==> src/rtl/assert_macros.svh <==
// Assertion macros for the RTL files that check their own logic.
// No dependencies; include by bare file name.
`ifndef ASSERT_MACROS_SVH
`define ASSERT_MACROS_SVH

// Same-cycle implication, disabled while reset is asserted.
`define ASSERT_IMPL(label, clk, rst_n, ante, cons, msg) \
    label: assert property (@(posedge clk) disable iff (!rst_n) (ante) |-> (cons)) \
        else $error(msg);

// Next-cycle implication, disabled while reset is asserted.
`define ASSERT_NEXT(label, clk, rst_n, ante, cons, msg) \
    label: assert property (@(posedge clk) disable iff (!rst_n) (ante) |=> (cons)) \
        else $error(msg);

`endif

==> src/rtl/dhoat_pkg.sv <==
// Shared types, codes and defaults for the double-hash open-address table.
// No dependencies.
package dhoat_pkg;

    localparam int TABLE_SIZE_DEF = 251;
    localparam int KEY_BITS_DEF   = 32;
    localparam int VALUE_BITS_DEF = 32;

    localparam int ACTION_W = 2;
    localparam int STATUS_W = 2;
    localparam int FOUND_W  = 32;
    localparam int COUNT_W  = 8;

    typedef logic [ACTION_W-1:0] action_t;
    typedef logic [STATUS_W-1:0] status_t;

    localparam action_t ACT_INSERT = 2'd0;
    localparam action_t ACT_SEARCH = 2'd1;
    localparam action_t ACT_DELETE = 2'd2;

    localparam status_t ST_OK        = 2'd0;
    localparam status_t ST_NOT_FOUND = 2'd1;
    localparam status_t ST_DUPLICATE = 2'd2;
    localparam status_t ST_FULL      = 2'd3;

    // controller -> datapath
    typedef struct packed {
        logic    load;        // capture item, restart hash
        logic    hash_step;   // consume one key digit
        logic    probe_init;  // first slot and step from hash residues
        logic    rd;          // read slot at probe position
        logic    probe_next;  // advance probe position
        logic    note_target; // remember probe position as insert slot
        logic    wr_insert;   // write live entry at insert slot
        logic    wr_delete;   // turn slot at probe position into tombstone
        logic    clr_step;    // clear one slot after reset
        logic    res_load;    // load output register
        status_t res_status;
        logic    res_found;   // return read value
    } cmd_t;

    // datapath -> controller
    typedef struct packed {
        logic    hash_done;
        action_t action;
        logic    full;
        logic    occ;
        logic    tomb;
        logic    match;
        logic    last_probe;
        logic    have_target;
        logic    clr_last;
        logic    out_free;
    } sts_t;

endpackage

==> src/rtl/dhoat_ctrl.sv <==
// Controller: sequences clear sweep, hashing, probing, writes and result.
// Depends on dhoat_pkg.
module dhoat_ctrl (
    input  logic            clk,
    input  logic            rst_n,
    input  logic            in_valid,
    output logic            in_stall,
    input  dhoat_pkg::sts_t sts,
    output dhoat_pkg::cmd_t cmd
);
    import dhoat_pkg::*;

    localparam logic [2:0] S_CLEAR = 3'd0;
    localparam logic [2:0] S_IDLE  = 3'd1;
    localparam logic [2:0] S_HASH  = 3'd2;
    localparam logic [2:0] S_READ  = 3'd3;
    localparam logic [2:0] S_CHECK = 3'd4;
    localparam logic [2:0] S_WRITE = 3'd5;
    localparam logic [2:0] S_DONE  = 3'd6;

    logic [2:0] state_reg;
    logic [2:0] state_next;
    status_t    status_reg;
    status_t    status_next;
    logic       found_reg;
    logic       found_next;

    always_comb
    begin
        cmd         = '0;
        state_next  = state_reg;
        status_next = status_reg;
        found_next  = found_reg;
        unique case (state_reg)
            S_CLEAR:
            begin
                cmd.clr_step = 1'b1;
                if (sts.clr_last)
                begin
                    state_next = S_IDLE;
                end
            end
            S_IDLE:
            begin
                if (in_valid)
                begin
                    cmd.load   = 1'b1;
                    state_next = S_HASH;
                end
            end
            S_HASH:
            begin
                if (!sts.hash_done)
                begin
                    cmd.hash_step = 1'b1;
                end
                else
                begin
                    found_next = 1'b0;
                    if ((sts.action == ACT_INSERT) && sts.full)
                    begin
                        status_next = ST_FULL;
                        state_next  = S_DONE;
                    end
                    else if ((sts.action == ACT_INSERT) || (sts.action == ACT_SEARCH) ||
                             (sts.action == ACT_DELETE))
                    begin
                        cmd.probe_init = 1'b1;
                        state_next     = S_READ;
                    end
                    else
                    begin
                        // unused action code: no change
                        status_next = ST_NOT_FOUND;
                        state_next  = S_DONE;
                    end
                end
            end
            S_READ:
            begin
                cmd.rd     = 1'b1;
                state_next = S_CHECK;
            end
            S_CHECK:
            begin
                if (sts.action == ACT_INSERT)
                begin
                    if (sts.occ && sts.match)
                    begin
                        status_next = ST_DUPLICATE;
                        state_next  = S_DONE;
                    end
                    else if (!sts.occ && !sts.tomb)
                    begin
                        cmd.note_target = 1'b1;
                        state_next      = S_WRITE;
                    end
                    else
                    begin
                        // live other key or tombstone: keep probing for duplicates
                        cmd.note_target = sts.tomb;
                        if (sts.last_probe)
                        begin
                            if (sts.have_target || sts.tomb)
                            begin
                                state_next = S_WRITE;
                            end
                            else
                            begin
                                status_next = ST_FULL;
                                state_next  = S_DONE;
                            end
                        end
                        else
                        begin
                            cmd.probe_next = 1'b1;
                            state_next     = S_READ;
                        end
                    end
                end
                else
                begin
                    if (sts.occ && sts.match)
                    begin
                        status_next = ST_OK;
                        state_next  = S_DONE;
                        if (sts.action == ACT_SEARCH)
                        begin
                            found_next = 1'b1;
                        end
                        else
                        begin
                            cmd.wr_delete = 1'b1;
                        end
                    end
                    else if ((!sts.occ && !sts.tomb) || sts.last_probe)
                    begin
                        status_next = ST_NOT_FOUND;
                        state_next  = S_DONE;
                    end
                    else
                    begin
                        cmd.probe_next = 1'b1;
                        state_next     = S_READ;
                    end
                end
            end
            S_WRITE:
            begin
                cmd.wr_insert = 1'b1;
                status_next   = ST_OK;
                state_next    = S_DONE;
            end
            S_DONE:
            begin
                if (sts.out_free)
                begin
                    cmd.res_load   = 1'b1;
                    cmd.res_status = status_reg;
                    cmd.res_found  = found_reg;
                    state_next     = S_IDLE;
                end
            end
            default:
            begin
                state_next = S_IDLE;
            end
        endcase
    end

    always_ff @(posedge clk or negedge rst_n)
    begin
        if (!rst_n)
        begin
            state_reg  <= S_CLEAR;
            status_reg <= ST_OK;
            found_reg  <= 1'b0;
        end
        else
        begin
            state_reg  <= state_next;
            status_reg <= status_next;
            found_reg  <= found_next;
        end
    end

    assign in_stall = (state_reg != S_IDLE);

endmodule

==> config.mk <==
export PLATFORM = sky130hd
export DESIGN_NAME = dhoat_ctrl
export DESIGN_NICKNAME = d
export VERILOG_FILES = /design/src/rtl/assert_macros.svh /design/src/rtl/dhoat_pkg.sv /design/src/rtl/dhoat_ctrl.sv
export SDC_FILE = /design/constraint.sdc
export NUM_CORES = 1
export LEC_CHECK = 0
export ABC_AREA = 0
export ABC_CLOCK_PERIOD_IN_PS = 1570
export BUFFER_PORTS_ARGS = -buffer_cell sky130_fd_sc_hd__buf_2
export CAP_MARGIN = 20
export CORE_MARGIN = 2
export CORE_UTILIZATION = 45
export DETAILED_ROUTE_END_ITERATION = 6
export PLACE_DENSITY_LB_ADDON = 0.25
export SLEW_MARGIN = 15
export SYNTH_ARGS = -nofsm -noshare
export SYNTH_HDL_FRONTEND = slang
export SYNTH_SLANG_ARGS = --single-unit
==> constraint.sdc <==
create_clock -name clk -period 1.57 [get_ports clk]
set_input_delay 0.2355 -clock clk [delete_from_list [all_inputs] [get_ports clk]]
set_output_delay 0.2355 -clock clk [all_outputs]
set_load 0.02 [all_outputs]
==> results.sh, run 1 <==
export IMPL_worstSetupPathType="reg2out"
export IMPL_fp_dieW_um=40.7
export IMPL_yosysMostFrequentCell="nor2_1"
export IMPL_maxCapViolCount=0
export IMPL_clockPowerShare_pct=9.0
export IMPL_firstDrtPassIters=4
export IMPL_power_share_combinational_pct=72.7
export IMPL_dp_hpwl_mm=1.36
export IMPL_cts_path_max_buffers=2
export IMPL_routedWlPerCell_um=15.0
export IMPL_numCtsBuffers=3
export IMPL_ios=28
export IMPL_numClockSinks=6
export IMPL_synth_largest_area_cell="dfrtp_1"
export IMPL_yosys_top_cells_count="14 x nor2_1, 9 x nand2_1, 7 x nor3_1, 6 x dfrtp_1, 4 x nand2b_1"
export IMPL_synth_top_family_by_area="simple AND/OR/NAND/NOR gates"
export IMPL_ys_flop_type="dfrtp_1"
export IMPL_yosysSeqAreaShare_pct=24.7
export IMPL_min_path_type="in2reg"
export IMPL_swShare_pct=45.7
export IMPL_critical_path_slowest_cell="dfrtp_1"
export IMPL_cellLeakagePower_nw=0.452
export IMPL_largest_reg_flops=3
export IMPL_core_area_um2=1280
export IMPL_clock_skew_ps=4.35
export IMPL_worst_slew_pin_transition_ps=330
export IMPL_vdd_drop_max_uv=1170
export IMPL_power_frac_seq_pct=18.3
export IMPL_power_internal_mw=0.912
export IMPL_synth_seq_cells=6
export IMPL_p_switching_mw=0.769
export IMPL_synth_fa_ha_area_share_pct=0
export IMPL_clk_pin_slew_ps=50
export IMPL_grt_start_max_net_pins=10
export IMPL_slew_violations=0
export IMPL_nNetsFinal=137
export IMPL_fmax_mhz=628
export IMPL_rsz0062_at_grt="true"
export IMPL_syn_area_per_cell_um2=7.68
export IMPL_cts_root_buf="clkbuf_4"
export IMPL_start_util_pct=47.2
export IMPL_start_kind="flop"
export IMPL_vias=804
export IMPL_drive_above_1_share_pct=53.7
export IMPL_status="complete, but fails checks"
export IMPL_overflow=0
export IMPL_synth_distinct_cells=33
export IMPL_clock_latency_ps=250
export IMPL_synth_area_leaders="dfrtp_1 25%, nor2_1 8.7%, nor3_1 5.8%"
export IMPL_synth_xor_area_share_pct=0
export IMPL_ctsHtreeMaxLevel=1
export IMPL_synthSimpleGateAreaFrac_pct=40.0
export IMPL_dieArea_um2=1660
export IMPL_routed_wirelength_mm=2.04
export IMPL_setup_slack_ps=-22.3
export IMPL_grt_pass1_vias=630
export IMPL_grt_pass1_wl_mm=2.60
export IMPL_num_antenna_cells=0
export IMPL_synth_edf_count=0
export IMPL_cts_tree="yes"
export IMPL_viasPerCell=5.91
export IMPL_critPathArrivalTime_ps=1360
export IMPL_cp_max_fo=4
export IMPL_fin_crit_sh_pct=101
export IMPL_track_usage_pct=24.3
export IMPL_ant_nets=0
export IMPL_synth_compound_gate_area_share_pct=30.7
export IMPL_gp_congestion=0.915
export IMPL_relSlewSlack_pct=77.9
export IMPL_worstPathRequired_ps=1330
export IMPL_power_density_nw_per_um2=1730
export IMPL_synth_nets=93
export IMPL_critPathCaptureType="output pin"
export IMPL_io_buffers=27
export IMPL_synthArstFlopShare_pct=100
export IMPL_finalHoldViolations=0
export IMPL_antenna_found_initial=0
export IMPL_die_height_um=40.7
export IMPL_design_area_um2=972
export IMPL_drc=0
export IMPL_drtIter0Drc=10
export IMPL_setup_violations=1
export IMPL_dpl_cell_area_um2=776
export IMPL_violations="setup timing"
export IMPL_synth_area_um2=607
export IMPL_fillCellCount=83
export IMPL_synth_cells=79
export IMPL_setup_tns_ps=-22.3
export IMPL_synth_top_area_share_pct=24.7
export IMPL_rows=13
export IMPL_cp_cell_sequence="buf_6, and2b_4, nand3_2, nor2_1, buf_4"
export IMPL_synth_mux_area_share_pct=0
export IMPL_period_needed_ps=1590
export IMPL_yosysWarnings=0
export IMPL_max_stage_delay_ps=400
export IMPL_layout_area_overhead_vs_synth_pct=60.2
[layout make-up]
class,instances,area [µm²],area share (%)
Multi-Input combinational cell,68,494,50.8
Timing Repair Buffer,42,277,28.4
Sequential cell,6,153,15.7
Clock buffer,3,22.5,2.32
Tap cell,15,18.8,1.93
Inverter,2,7.51,0.772
[repair_timing]
item	4_1_cts	5_1_grt
pin swaps	2	5
gates cloned	0	0
hold endpoints to repair	6	0
resized for setup	10	13
hold buffers	1	0
endpoints found under the setup margin	6	10
buffers inserted	5	5
[stage by stage]
step                util [%]  instances  power, mW  hold WS [ps]  worst slack [ps]
detailed placement      60.4        122       1.19          71.3              83.1
CTS                     68.5        131       1.48           310             -15.9
floorplan                  -         79      0.945         -60.1              60.7
global route            75.7        136       1.78           342             -58.6
finish                  75.7        136       1.68           309             -22.3
global placement        60.4        122       1.17          69.4              95.1
[logic make-up (layout without fill, tap and decap cells)]
logic type	after synthesis	count (layout)
DFF	6	6
and+or+nand+nor	46	46
buffers and inverters	5	47
AOI/OAI and AO/OA	22	22
[power groups by stage]
stage | registers (mW) | clock network (mW) | logic [mW]
floorplan | 0.277 | 0 | 0.668
global placement | 0.298 | 0 | 0.872
detailed placement | 0.305 | 0 | 0.881
CTS | 0.304 | 0.153 | 1.03
global route | 0.316 | 0.160 | 1.31
finish | 0.308 | 0.151 | 1.22
[routing by layer]
metal  track usage (%)  up-vias  routed length (µm)
met5                 0        -                   0
met4              13.3        0                  57
met3              3.80        7                 116
met2              38.9       43                 989
met1              30.9      381                 872
li1                  -      373                   -
[layout by cell type (no fill, tap or decap), drive strengths merged, types with 2 or more instances in the layout]
master | synthesis | final
buf | 3 | 41
nor2 | 14 | 14
nand2 | 9 | 9
nor3 | 7 | 7
dfrtp | 6 | 6
nand2b | 6 | 6
and2 | 3 | 3
a31oi | 3 | 3
a21oi | 3 | 3
clkbuf | 0 | 3
o21ai | 3 | 3
and2b | 2 | 2
nand3 | 2 | 2
o21a | 2 | 2
inv | 2 | 2
[path summary, 6_finish.rpt]
path	endpoint	slack, ps	start	depth (start not counted)
setup / recovery	cmd[7]	-20	state_reg[1]	5
hold / removal	state_reg[0]	310	in_valid	4
setup reg to reg	status_reg[0]	0	state_reg[2]	6
hold reg to reg	status_reg[1]	510	status_reg[1]	2
max in group asynchronous	state_reg[2]	1070	rst_n	2
min in group asynchronous	status_reg[1]	330	rst_n	2
[worst max-delay path: cells and delay by family (launching register included)]
| family | cells | cell delay, ps |
|---|---|---|
| flip-flops | 1 | 400 |
| AND/OR/NAND/NOR | 3 | 400 |
| buffers and inverters | 2 | 290 |
(Power assumes the default switching activity.)
==> inputs of run 2 (changes only) <==
CORE_MARGIN = unset   (was 2)
MAX_ROUTING_LAYER = met4   (was unset)
==> results.sh, run 2 (synthesis results as in run 1) <==
export IMPL_critPathArrivalTime_ps=1330
export IMPL_dpl_cell_area_um2=774
export IMPL_period_needed_ps=1570
export IMPL_grt_start_max_net_pins=13
export IMPL_relSlewSlack_pct=78.2
export IMPL_num_antenna_cells=0
export IMPL_drc=0
export IMPL_clock_skew_ps=1.99
export IMPL_cp_max_fo=6
export IMPL_io_buffers=27
export IMPL_viasPerCell=5.56
export IMPL_min_path_type="in2async"
export IMPL_largest_reg_flops=3
export IMPL_whs_ps=351
export IMPL_place_ws_ps=62.6
export IMPL_ctsHtreeMaxLevel=1
export IMPL_worstSetupPathType="reg2out"
export IMPL_layout_area_overhead_vs_synth_pct=51.1
export IMPL_ios=28
export IMPL_fmax_mhz=638
export IMPL_setup_slack_ps=2.36
export IMPL_cts_path_max_buffers=2
export IMPL_start_util_pct=51.2
export IMPL_die_height_um=38.7
export IMPL_fin_cells=131
export IMPL_cts_root_buf="clkbuf_4"
export IMPL_grt_pass1_vias=646
export IMPL_vdd_drop_max_uv=1190
export IMPL_routedWlPerCell_um=13.9
export IMPL_numCtsBuffers=3
export IMPL_r2r_start="state_reg[2]"
export IMPL_worstSetupStartpoint="state_reg[1]"
export IMPL_worst_slew_pin_transition_ps=325
export IMPL_clk_pin_slew_ps=40
export IMPL_drtIter0Drc=20
export IMPL_critPathCaptureType="output pin"
export IMPL_dieArea_um2=1500
export IMPL_fin_crit_sh_pct=99.8
export IMPL_r2r_end="status_reg[0]"
export IMPL_final_common_cell="buf_2"
export IMPL_track_usage_pct=27.0
export IMPL_firstDrtPassIters=4
export IMPL_power_total_mw=1.57
export IMPL_regToRegSetupSlack_ps=50
export IMPL_cts_tree="yes"
export IMPL_cellLeakagePower_nw=0.431
export IMPL_vias=728
export IMPL_fillCellCount=84
export IMPL_gp_congestion=0.897
export IMPL_rows=12
export IMPL_antenna_found_initial=0
export IMPL_grt_pass1_wl_mm=2.75
export IMPL_overflow=0
export IMPL_endpoint="cmd[10]"
export IMPL_dp_hpwl_mm=1.25
export IMPL_power_density_nw_per_um2=1710
export IMPL_slew_violations=0
export IMPL_nNetsFinal=133
export IMPL_fp_dieW_um=38.7
export IMPL_worstPathRequired_ps=1330
export IMPL_setup_violations=0
export IMPL_ant_nets=0
export IMPL_numClockSinks=6
export IMPL_clock_latency_ps=230
export IMPL_placedCellCount=121
export IMPL_design_area_um2=917
export IMPL_status="complete, no violations"
export IMPL_layout_common_cells="22 x buf_2, 12 x buf_4, 10 x nor2_1"
export IMPL_worst_r2r_path_depth=6
export IMPL_routed_wirelength_mm=1.82
export IMPL_start_kind="flop"
export IMPL_drive_above_1_share_pct=52.1
export IMPL_finalHoldViolations=0
export IMPL_core_area_um2=1190
export IMPL_rsz0062_at_grt="true"
export IMPL_maxCapViolCount=0
==> run 2: changes by cell type in the layout (fill, tap and decap cells not counted), moves of 2 or more <==
cell / before / now
nor2_2: 0 / 2
nor3_1: 6 / 4
nor3_2: 0 / 3
nor2_1: 12 / 10
nand2b_4: 3 / 1
nand2b_1: 2 / 4
buf_4: 17 / 12
==> run 2: final cells by class <==
type	count	area [µm²]	area share (%)
Multi-Input combinational cell	68	474	51.7
Sequential cell	6	151	16.5
Inverter	2	7.51	0.819
Tap cell	14	17.5	1.91
Timing Repair Buffer	38	244	26.6
Clock buffer	3	22.5	2.46
==> run 2: what timing repair did <==
action / CTS / global route
buffers inserted: 4 / 2
endpoints found under the setup margin: 6 / 8
pin swaps: 1 / 3
hold buffers: 1 / 0
hold endpoints to repair: 6 / 0
gates resized for setup: 6 / 14
==> run 2: stage by stage <==
stage | TNS (ps) | util [%]
final | 0 | 77.3
after global placement | 0 | 65.3
after detailed placement | 0 | 65.3
after floorplan | 0 | -
after global routing | -251 | 77.3
after CTS | 0 | 71.8
==> run 2: worst min path at each step <==
stage           start            end  slack [ps]  cells past startpoint
4_1_cts        sts[0]   state_reg[2]         330                      4
6_report        rst_n   state_reg[1]         350                      2
3_3_place_gp    rst_n   state_reg[1]          60                      1
2_1_floorplan   rst_n      found_reg         -60                      0
3_5_place_dp    rst_n   state_reg[1]          60                      1
5_1_grt         rst_n  status_reg[1]         380                      2
==> run 2: layer usage <==
| metal | routed length (µm) | GRT usage [%] |
|---|---|---|
| met1 | 846 | 34.3 |
| met4 | 38 | 11.2 |
| met2 | 871 | 44.2 |
| met3 | 69 | 1.73 |
| met5 | 0 | - |
==> run 2: critical path: stages (launching register included) <==
cell and delay, ps:
dfrtp_1 420, buf_6 150, and2b_4 160, nand3_2 90
nor2_1 130, buf_4 150
==> run 2: power breakdown <==
group	total (mW)	leakage (nW)	internal, mW	switching [mW]
Combinational	1.14	0.344	0.534	0.606
Clock	0.134	0.0138	0.0860	0.0482
Sequential	0.299	0.0739	0.227	0.0715
==> inputs of run 3 (changes only) <==
CELL_PAD_IN_SITES_DETAIL_PLACEMENT = 1   (was unset)
CELL_PAD_IN_SITES_GLOBAL_PLACEMENT = 2   (was unset)
CORE_ASPECT_RATIO = 0.6   (was unset)
CORE_UTILIZATION = 23   (was 45)
==> results.sh, run 3 (synthesis results as in run 1) <==
export IMPL_layout_area_overhead_vs_synth_pct=66.6
export IMPL_worstSetupPathType="reg2out"
export IMPL_worst_path_most_repeated_cell="buf_6"
export IMPL_core_area_um2=2330
export IMPL_rows=13
export IMPL_clock_latency_ps=230
export IMPL_setup_tns_ps=0
export IMPL_whs_ps=367
export IMPL_cts_tree="yes"
export IMPL_finalHoldViolations=0
export IMPL_largest_reg_flops=3
export IMPL_critical_path_slowest_cell="dfrtp_1"
export IMPL_power_density_nw_per_um2=1750
export IMPL_fin_crit_sh_pct=100
export IMPL_ios=28
export IMPL_track_usage_pct=17.7
export IMPL_cts_path_max_buffers=2
export IMPL_dieArea_um2=2850
export IMPL_design_area_um2=1010
export IMPL_numCtsBuffers=3
export IMPL_swShare_pct=45.8
export IMPL_power_total_mw=1.77
export IMPL_relSlewSlack_pct=76.7
export IMPL_start_kind="flop"
export IMPL_critPathBufInv=2
export IMPL_clk_pin_slew_ps=40
export IMPL_drtIter0Drc=23
export IMPL_die_height_um=41.8
export IMPL_rsz0062_at_grt="true"
export IMPL_setup_violations=0
export IMPL_status="complete, no violations"
export IMPL_setup_slack_ps=0.388
export IMPL_power_share_combinational_pct=69.3
export IMPL_period_needed_ps=1570
export IMPL_maxCapViolCount=0
export IMPL_routedWlPerCell_um=16.2
export IMPL_clockPowerShare_pct=13.6
export IMPL_start_util_pct=26.1
export IMPL_place_ws_ps=72.2
export IMPL_worst_slew_pin_transition_ps=348
export IMPL_ctsHtreeMaxLevel=1
export IMPL_cellLeakagePower_nw=0.456
export IMPL_routed_wirelength_mm=2.43
export IMPL_fin_util_pct=43.5
export IMPL_drive_above_1_share_pct=56.7
export IMPL_grt_start_max_net_pins=10
export IMPL_fp_dieW_um=68.3
export IMPL_power_frac_seq_pct=17.1
export IMPL_cp_cell_sequence="buf_6, and2b_4, nand3_2, nor2_4, buf_6"
export IMPL_cp_max_fo=3
export IMPL_crit_cells=5
export IMPL_overflow=0
export IMPL_num_antenna_cells=0
export IMPL_worst_r2r_path_depth=6
export IMPL_vdd_drop_max_uv=727
export IMPL_slew_violations=0
export IMPL_placedCellCount=140
export IMPL_layout_common_cells="23 x buf_2, 14 x buf_4, 9 x nand2_1"
export IMPL_io_buffers=27
export IMPL_fin_cells=150
export IMPL_ant_nets=0
export IMPL_cts_root_buf="clkbuf_8"
export IMPL_grt_pass1_vias=778
export IMPL_numClockSinks=6
export IMPL_max_stage_delay_ps=400
export IMPL_clock_skew_ps=6.64
export IMPL_dp_hpwl_mm=1.83
export IMPL_fmax_mhz=637
export IMPL_p_switching_mw=0.810
export IMPL_critPathCaptureType="output pin"
export IMPL_drc=0
export IMPL_vias=772
export IMPL_gp_congestion=0.801
export IMPL_critPathArrivalTime_ps=1330
export IMPL_min_path_type="in2async"
export IMPL_dpl_cell_area_um2=817
export IMPL_worstPathRequired_ps=1330
export IMPL_final_common_cell="buf_2"
export IMPL_viasPerCell=5.15
export IMPL_crit_family="simple AND/OR/NAND/NOR gates"
export IMPL_antenna_found_initial=0
export IMPL_grt_pass1_wl_mm=3.54
export IMPL_power_internal_mw=0.958
export IMPL_firstDrtPassIters=4
export IMPL_nNetsFinal=136
run 3: changes by cell type in the layout (fill, tap and decap cells not counted), moves of 2 or more:
cell | previous run | this run
clkbuf_8 | 0 | 3
buf_4 | 12 | 14
nor2_1 | 10 | 8
clkbuf_4 | 3 | 0
run 3: path summary, 6_finish.rpt:
| kind | slack (ps) | endpoint | startpoint |
|---|---|---|---|
| worst max-delay path | 0.4 | cmd[7] | state_reg[1] |
| worst min-delay path | 370 | state_reg[0] | rst_n |
| worst max register to register | 0.4 | status_reg[0] | state_reg[2] |
| worst min register to register | 500 | status_reg[1] | status_reg[1] |
| max in group asynchronous | 1040 | state_reg[2] | rst_n |
| min in group clk | 370 | state_reg[0] | in_valid |
run 3: what timing repair did:
| item | CTS | global route |
|---|---|---|
| setup endpoints to repair | 6 | 13 |
| hold buffers | 1 | 0 |
| resized for setup | 13 | 15 |
| pin swaps | 2 | 3 |
| hold endpoints to repair | 6 | 0 |
| setup buffers | 4 | 2 |
run 3: power by group through the flow:
stage | clock [mW] | sequential [mW] | combinational, mW
6_report | 0.240 | 0.303 | 1.22
5_1_grt | 0.258 | 0.314 | 1.30
4_1_cts | 0.246 | 0.307 | 1.06
3_5_place_dp | 0 | 0.307 | 0.934
3_3_place_gp | 0 | 0.300 | 0.926
2_1_floorplan | 0 | 0.277 | 0.668
run 3: final cells by class:
class                   instances  area (µm²)
fillers                       285        1320
clock buffers                   3        41.3
flip-flops and latches          6         153
well taps                      30        37.5
inverters                       2        10.0
repair buffers                 41         264
multi-input cells              68         505
run 3: metal layers:
metal / wire [µm] / GRT usage (%)
met1: 1120 / 22.6
met3: 115 / 6.87
met4: 12 / 2.92
met2: 1180 / 26.5
met5: 0 / -
